===== config.mk =====
export PLATFORM = sky130hd
export DESIGN_NAME = lzwd_front
export DESIGN_NICKNAME = d
export VERILOG_FILES = /design/src/hw/rtl/lzwd_pkg.sv /design/src/hw/rtl/lzwd_front.sv
export SDC_FILE = /design/constraint.sdc
export NUM_CORES = 1
export LEC_CHECK = 0
export ABC_AREA = 1
export BUFFER_PORTS_ARGS = -buffer_cell sky130_fd_sc_hd__buf_2
export CORE_AREA = 2 2 51 53
export DETAILED_ROUTE_END_ITERATION = 10
export DIE_AREA = 0 0 53 55
export PLACE_DENSITY_LB_ADDON = 0.08
export SLEW_MARGIN = 30
export SYNTH_ARGS = -nofsm -noshare
export SYNTH_HDL_FRONTEND = slang
export SYNTH_SLANG_ARGS = --single-unit

===== constraint.sdc =====
create_clock -name clock -period 1.7 [get_ports clock]
set_clock_uncertainty 0.2 [all_clocks]
set_input_delay 0.34 -clock clock [delete_from_list [all_inputs] [get_ports clock]]
set_output_delay 0.34 -clock clock [all_outputs]
set_load 0.02 [all_outputs]

===== src/hw/rtl/lzwd_pkg.sv =====
// Shared types and constants for the LZW variable-width decoder.
package lzwd_pkg;

   localparam int LITERAL_CODES    = 256;
   localparam int MIN_WIDTH        = 9;
   localparam int MAX_WIDTH        = 10;
   localparam int BYTES_PER_RESULT = 16;
   localparam int CODE_LIMIT       = 1 << MAX_WIDTH;
   localparam int DICT_DEPTH       = CODE_LIMIT - LITERAL_CODES;
   localparam int STACK_DEPTH      = DICT_DEPTH + 2;
   localparam int DICT_AW          = $clog2(DICT_DEPTH);
   localparam int STACK_AW         = $clog2(STACK_DEPTH);
   localparam int QUEUE_DEPTH      = 2;

   typedef struct packed {
      logic [9:0] code_word;
      logic       stream_start;
   } req_type;

   typedef struct packed {
      logic [63:0] bytes_low;
      logic [63:0] bytes_high;
      logic [4:0]  byte_count;
      logic        last_of_code;
      logic [3:0]  next_code_width;
      logic        bad_code;
   } rsp_type;

   // Head of the item queue as seen by the back end.
   typedef struct packed {
      logic    valid;
      req_type item;
   } queue_head_type;

   typedef enum logic [2:0] {
      ST_IDLE,
      ST_WALK,
      ST_ROOT,
      ST_POP_RD,
      ST_POP_WR,
      ST_SEND
   } back_state_type;

endpackage


===== src/hw/rtl/lzwd_front.sv =====
// Front end: accepts code word transactions into a short queue.
module lzwd_front (
   input  logic                    clock,
   input  logic                    reset,
   input  logic                    req_valid,
   output logic                    req_ready,
   input  lzwd_pkg::req_type       req_payload,
   output lzwd_pkg::queue_head_type head,
   input  logic                    pop
);

   lzwd_pkg::req_type slot_ff [lzwd_pkg::QUEUE_DEPTH];
   logic       wr_ptr_ff, wr_ptr_in;
   logic       rd_ptr_ff, rd_ptr_in;
   logic [1:0] count_ff, count_in;
   logic       push, do_pop;

   assign req_ready = (count_ff != 2'(lzwd_pkg::QUEUE_DEPTH));
   assign push      = req_valid && req_ready;
   assign do_pop    = pop && (count_ff != 2'd0);

   assign head.valid = (count_ff != 2'd0);
   assign head.item  = slot_ff[rd_ptr_ff];

   always_comb begin
      wr_ptr_in = push ? ~wr_ptr_ff : wr_ptr_ff;
      rd_ptr_in = do_pop ? ~rd_ptr_ff : rd_ptr_ff;
      count_in  = count_ff + 2'(push) - 2'(do_pop);
   end

   always_ff @(posedge clock) begin
      if (reset) begin
         wr_ptr_ff <= 1'b0;
         rd_ptr_ff <= 1'b0;
         count_ff  <= 2'd0;
      end else begin
         wr_ptr_ff <= wr_ptr_in;
         rd_ptr_ff <= rd_ptr_in;
         count_ff  <= count_in;
      end
   end

   always_ff @(posedge clock) begin
      if (push) begin
         slot_ff[wr_ptr_ff] <= req_payload;
      end
   end

endmodule


==> results.md, run 1 <==
Global routing:
- The first-pass GRT wire length is 2420 um.
- For this run, the total global-route usage over all layers was measured as a little under an eighth.
- Entering global routing, the biggest net connects 15 pins.
- The via count of the first global-routing pass came to 580.
- After global routing the overflow that remains totals 0.
- The number of antenna violations at the first check in global routing was 0.

Timing:
- The headroom to the max-slew limit is 89.6%.
- Setup violations remaining at the end of the flow were counted as 10.
- The period utilization is 107%.
- The slew at the pin closest to its max-slew limit is 156 ps.
- Static timing analysis puts the maximum clock frequency at 552 MHz.
- The final critical-path required period is 1810 ps.
- The count of final max-slew check failures came to 0.
- Setup repair after global routing could not meet its margin everywhere.
- The accumulated negative setup slack is -1050 ps.
- The worst setup slack after layout is -111 ps.
- The hold violation count in the final report is 0.

Route:
- The detail route stage leaves a number of antenna-violating nets equal to 0.
- The total length of routed wires is between 1500 and 2000 um.
- Before antenna repair, the detailed router went through 4 iterations.
- The DRC violations left is 0.
- Dividing the detail-routed wire length by the instance count gives 11.3 um.
- The detailed router finished its first iteration with 6 violations.
- The number of vias per cell after detailed routing is around 4.5.
- Summing over every cut layer, the via total after detailed routing is 640.

Critical path:
- The category of the worst setup path launch point is a register.
- The worst setup path is captured at a primary output.
- STA puts the critical path data required time at 1160 ps.
- For the worst setup path, the data arrival time is 1270 ps.
- In this run the critical register-to-register path is launched from count_ff[0]$_SDFF_PP0_.
- The number of cells on the worst reg-to-reg path is 10.
- The worst register-to-register path has a setup slack of approximately 60 ps.
- In this run the worst path has a maximum fanout of 5.
- The capture point of the worst reg-to-reg path is count_ff[1]$_SDFF_PP0_.
- The category of the most critical setup path is reg -> out.

Place:
- The number of port buffers is 27.
- Routability-driven placement finished with a final weighted congestion of 0.615.
- The half-perimeter wire length after placement is 1050 um.
- The area of placed instances is 1270 um2.
- The post-placement setup slack is 19.2 ps.

Synthesis:
- The sequential element share of the synthesized area is 70.6%.
- The mean instance size in the synthesized netlist is approximately 15 um2.
- The number of nets handed over by synthesis was 88.
- The synthesized netlist occupies a cell area of ~1100 um2.
- The number of warnings reported in the yosys synthesis log is 0.
- The synthesized netlist cell count is between 70 and 80.
- The synthesized design contains 27 register bits.
- The unique cell type count in the Yosys netlist is 11.

Finish:
- The final cell utilization of the core is a little over three fifths.
- The share of post-route cells with drive strength above 1 is 56.8%.
- In the layout the commonest cells are sky130_fd_sc_hd__edfxtp_1, sky130_fd_sc_hd__buf_2, sky130_fd_sc_hd__buf_6.
- The most common library cell in the layout ignoring fill and taps is sky130_fd_sc_hd__edfxtp_1.
- The final antenna diode count is 0.
- The sequential cells in the finished layout cover a total of 769 um2.
- The final instance area is 1490 um2.
- The filler cells instantiated in the layout total approximately 190.
- Summing all multi-input logic gate instances after layout gives 330 um2.
- The final net count is about 130.
- The area growth from synthesis to layout is 38.6%.

Run:
- The number of maximum-capacitance constraint violations is 0.

CTS:
- The clock root buffer is sky130_fd_sc_hd__clkbuf_4.
- TritonCTS built the clock tree.
- The clock slew seen by the registers of the worst setup and hold paths is around 130 ps.
- The number of clock buffers inserted by TritonCTS is 3.
- CTS built an H-tree with a depth of 1.
- The latest clock arrival within the worst-skew pair is 310 ps.
- The clock sink total is 27.
- The number of buffers on the longest clock path is 2.

Pwr:
- IR analysis of the VDD net gives a maximum drop of roughly 0.00093 V.
- The power density over the cells is approximately 1400 nW/um2.
- Summing internal, switching and leakage power gives 0.00209 W.
- Summed over all cells, the static leakage comes to 0.626 nW.

Die:
- The count of boundary I/O pins is 28.
- The core region area is 2360 um2.
- The initial core utilization is 45.6%.
- The row count is 18.
- The die is 55 um tall.
- Measured along the x axis, the die boundary spans 53 um.
- The die covers ~2900 um2.

Status:
- The run finished, with violations left.
- The final reports fail on negative setup slack.

Min path:
- The startpoint of the lowest-slack hold path is req_payload[5].
- The capture endpoint of the worst hold path is slot_ff[1][5]$_DFFE_PP_.
- The tightest min-delay check is of the in -> reg type.
- Counting instances, the worst hold path has a depth of 1.
-- metrics by stage --
step           instances  hold slack, ps
6_report             141            7.34
5_1_grt              141          -0.344
3_3_place_gp         131             294
4_1_cts              136           0.910
3_5_place_dp         131             295
2_1_floorplan         71             211
-- synthesized netlist by cell type --
cell type	count	area share, %
sky130_fd_sc_hd__ha_1	2	2.3
sky130_fd_sc_hd__edfxtp_1	22	61
sky130_fd_sc_hd__nand2_1	8	2.8
sky130_fd_sc_hd__buf_6	1	1.0
sky130_fd_sc_hd__nand3_1	3	1.4
sky130_fd_sc_hd__mux2_2	1	1.0
sky130_fd_sc_hd__a21oi_1	2	0.93
sky130_fd_sc_hd__dfxtp_1	5	9.3
sky130_fd_sc_hd__mux2_4	10	14
sky130_fd_sc_hd__inv_1	8	2.8
sky130_fd_sc_hd__nor2_1	9	3.1
-- worst max path at each step --
| stage | end | slack (ps) | cells past startpoint |
|---|---|---|---|
| global route | head[7] | -160 | 3 |
| finish | head[3] | -110 | 3 |
| detailed placement | count_ff[1]$_SDFF_PP0_ | 20 | 10 |
| floorplan | count_ff[1]$_SDFF_PP0_ | 30 | 10 |
| CTS | head[2] | -120 | 3 |
| global placement | count_ff[1]$_SDFF_PP0_ | 30 | 10 |
-- flip-flops by register name, indices dropped and copies added (netlist names), named ones only --
| name | cells |
|---|---|
| slot_ff | 22 |
| rd_ptr_ff | 1 |
| wr_ptr_ff | 1 |
| count_ff | 2 |
-- critical path, stage by stage, from the launching register on --
cell                      delay (ps)
sky130_fd_sc_hd__dfxtp_4         390
sky130_fd_sc_hd__buf_6           130
sky130_fd_sc_hd__mux2_4          310
sky130_fd_sc_hd__buf_6           130
-- area by class of cell --
type                            instances  share of cell area, %
Multi-Input combinational cell         35                   22.1
Tap cell                               30                   2.51
Timing Repair Buffer                   37                   20.0
Inverter                                8                   2.01
Sequential cell                        27                   51.6
Clock buffer                            4                   1.76
-- what timing repair did --
action                     4_1_cts  5_1_grt
hold endpoints to repair         1        8
pin swaps                        0        5
setup buffers                    0        1
gates resized for setup         23       21
gates cloned                     0        0
hold buffers                     1        4
setup endpoints to repair       11       12
-- cells by family (layout without fill, tap and decap cells) --
group | count (synthesis) | after routing | synth area share (%)
AOI/OAI and AO/OA | 2 | 2 | 0.929
muxes | 11 | 11 | 15.0
buffers and inverters | 9 | 49 | 3.83
DFF | 27 | 27 | 70.6
and+or+nand+nor | 20 | 20 | 7.32
adders and majority gates | 2 | 2 | 2.32
-- layer usage --
layer | track usage, % | up-vias | routed length, um
met2 | 19.8 | 16 | 849
met5 | 0 | - | 0
met4 | 7.69 | 0 | 19
met1 | 14.3 | 297 | 644
li1 | - | 325 | -
met3 | 2.69 | 2 | 79
-- report_power, final --
| group | switching, W | internal [W] |
|---|---|---|
| Clock | 0.000168 | 0.0000915 |
| Combinational | 0.000448 | 0.000462 |
| Sequential | 0.0000672 | 0.000857 |
Power figures use the tool's default switching activity.
==> run 2, diff against run 1 <==
Settings changed: RECOVER_POWER from default to 100.
Clock period 1.7 ns to 1.97 ns, I/O delays scaled along.
==> results.md, run 2 (synthesis gave the netlist of run 1 again) <==
Status:
- The run finished with clean final reports.

Timing:
- The highest attainable clock frequency is approximately 530 MHz.
- Setup repair after global routing left no endpoint under its margin.
- The accumulated negative setup slack was 0 ps (+1050 ps).
- The count of final max-slew check failures came to 0 (unchanged).
- The headroom to the max-slew limit came to 69.7% (-20 points).
- For the finished layout, the period the worst path requires is around 1900 ps.
- The number of failing setup endpoints in the final timing report came to 0 (-10).
- The period utilization is between 90% and 100%.
- The slew at the pin closest to its max-slew limit was 454 ps (+298 ps).
- The worst hold-check slack is 29.5 ps (+22.2 ps).
- The hold violation count in the final report was 0 (unchanged).

CTS:
- The latest clock arrival within the worst-skew pair is 310 ps (about the same).
- Clock tree synthesis selected as its root buffer the cell sky130_fd_sc_hd__clkbuf_4.
- The clock sink total was 27 (unchanged).
- The H-tree depth came to 1 (unchanged).
- TritonCTS built the clock tree.
- The number of buffers inserted by hold repair at cts is 0 (-1).
- The clock slew seen by the registers of the worst setup and hold paths is 130 ps (about the same).
- The number of clock buffers inserted by TritonCTS is 3 (unchanged).
- The number of buffers on the longest clock path is 2 (unchanged).

Global routing:
- The number of antenna violations at the first check in global routing came to 0 (unchanged).
- The via count of the first global-routing pass is 566 (-2.4%).
- The global-route usage over all layers was 12.5% (+0.49 points).
- The largest net degree at the start of global routing is 16 (+1).
- The first-pass GRT wire length came to 2470 um (+2.3%).
- The total congestion overflow after global routing is 0 (unchanged).

Finish:
- The final net count came to 124 (-3.9%).
- The area growth from synthesis to layout is 20.2%.
- Leaving out fill and tap cells, the most frequent cells in the layout are sky130_fd_sc_hd__buf_2, sky130_fd_sc_hd__edfxtp_1, sky130_fd_sc_hd__mux2_4.
- The final cell utilization of the core is 54.8% (-8.4 points).
- The share of post-route cells with drive strength above 1 is 38.7% (-18 points).
- Ranked by flip-flop count, first place goes to slot_ff.
- The number of flip-flops under the largest register name was 22 (unchanged).
- The final instance area was 1290 um2 (-13%).
- The final antenna diode count is 0 (unchanged).
- The largest registers in the layout are slot_ff: 22 flops, count_ff: 2 flops.
- The number of non-filler instances in the completed layout was 136 (-3.5%).

Place:
- The area of placed instances is 1260 um2 (-0.98%).
- The half-perimeter wire length after placement is 1170 um (+11%).
- The placer's final routability congestion estimate is 0.593 (-3.7%).
- The number of port buffers is 27 (unchanged).
- The number of instances in the placed design came to 130 (-0.76%).

Route:
- The final routed wire length divided by cell count came to 11.6 um (+2.8%).
- The total length of routed wires is 1580 um (-0.82%).
- The remaining number of nets flagged by the antenna check after routing is 0 (unchanged).
- The violation count after the first detailed-route iteration is 7 (+1).
- The total via count in the routed design came to 614 (-4.1%).
- The count of TritonRoute iterations in the first routing pass is 3 (-1).
- The DRC violations left is 0 (unchanged).
- The number of vias per cell after detailed routing is 4.51 (-0.54%).

Die:
- The overall die area came to 2920 um2 (unchanged).
- The floorplan die height came to 55 um (unchanged).
- The initial core utilization is 45.6% (unchanged).
- The core region area is 2360 um2 (unchanged).
- The row count is 18 (unchanged).
- The width of the die is 53 um (unchanged).
- The count of boundary I/O pins came to 28 (unchanged).

Pwr:
- The power density over the cells was 1220 nW/um2 (-13%).
- The leakage power total was 0.554 nW (-11%).
- The worst-case vdd ir drop is 0.000661 V (-29%).

Critical path:
- The kind of end point of the critical path is a primary output.
- The kind of cell with the highest combined delay on the critical path is flip-flops.
- The number of buffer and inverter instances along the worst setup path is 2 (unchanged).
- The arrival time of the worst setup path is 1310 ps (+40 ps).
- For this design, the slowest cell found on the critical path is sky130_fd_sc_hd__dfxtp_2.
- The origin of the critical flop-to-flop path is count_ff[0]$_SDFF_PP0_.
- The maximum fanout count along the critical path is 5 (unchanged).
- The worst setup path is of the reg -> out kind.
- Traced cell by cell, the critical path runs through buf_4 -> mux2_4 -> buf_2.
- The worst reg2reg path depth is 10 (unchanged).
- The category of the worst setup path launch point is a register.
- The required arrival time at the worst endpoint is 1380 ps (+220 ps).
- The logic depth of the worst path, buffers included is 3 (unchanged).
- The largest stage delay on the critical path is 380 ps (about the same).
- The slack of the worst reg-to-reg path is 230 ps (+170 ps).

Min path:
- The startpoint of the lowest-slack hold path is reset.
- The path type of the worst min-delay path is in -> reg.
- The count of cells along the worst hold path came to 2 (+1).

Run:
- The number of maximum-capacitance constraint violations is 0 (unchanged).
## run 2: path summary, 6_finish.rpt
check	endpoint
setup / recovery	head[7]
hold / removal	count_ff[0]$_SDFF_PP0_
setup reg to reg	count_ff[1]$_SDFF_PP0_
hold reg to reg	rd_ptr_ff$_SDFFE_PP0P_
## run 2: worst register-to-register path, cell delays in order (launching register included)
cell and delay (ps):
sky130_fd_sc_hd__dfxtp_1 380, sky130_fd_sc_hd__inv_1 70, sky130_fd_sc_hd__nand2_1 120, sky130_fd_sc_hd__nand2_1 90, sky130_fd_sc_hd__ha_1 270, sky130_fd_sc_hd__inv_1 40, sky130_fd_sc_hd__ha_1 180, sky130_fd_sc_hd__inv_1 50
sky130_fd_sc_hd__nand2_1 60, sky130_fd_sc_hd__a21oi_1 120, sky130_fd_sc_hd__nor2_1 60
## run 2: where the power goes
group	internal (W)	switching, W	leakage (nW)
Combinational	0.000254	0.000333	0.289
Clock	0.0000758	0.000147	0.0177
Sequential	0.000730	0.0000424	0.247
Total	0.00106	0.000523	0.554
## run 2: timing repair
action,CTS,global route
pin swaps,0,0
setup endpoints to repair,10,5
gates resized for setup,3,0
cloned,1,0
setup buffers,0,1
## run 2: final cells by class
cell class	count	area, um2
Tap cell	30	37.5
Multi-Input combinational cell	35	275
Inverter	8	30.0
Sequential cell	27	762
Timing Repair Buffer	32	163
Clock inverter	1	5.00
Fill cell	215	1070
Clock buffer	3	22.5
## run 2: per-layer routing
layer  track usage, %  vias up  share of wire, %
li1                 -      316                 -
met1             14.9      279                43
met2             21.3       17                50
met3             2.15        2               5.8
met4             7.69        0              0.76
met5                0        -                 0
## run 2: stage by stage
step | total power [W] | setup WS (ps)
4_1_cts | 0.00162 | 27.4
2_1_floorplan | 0.00121 | 196
6_report | 0.00158 | 67.8
3_5_place_dp | 0.00137 | 220
3_3_place_gp | 0.00136 | 317
5_1_grt | 0.00171 | 0.124
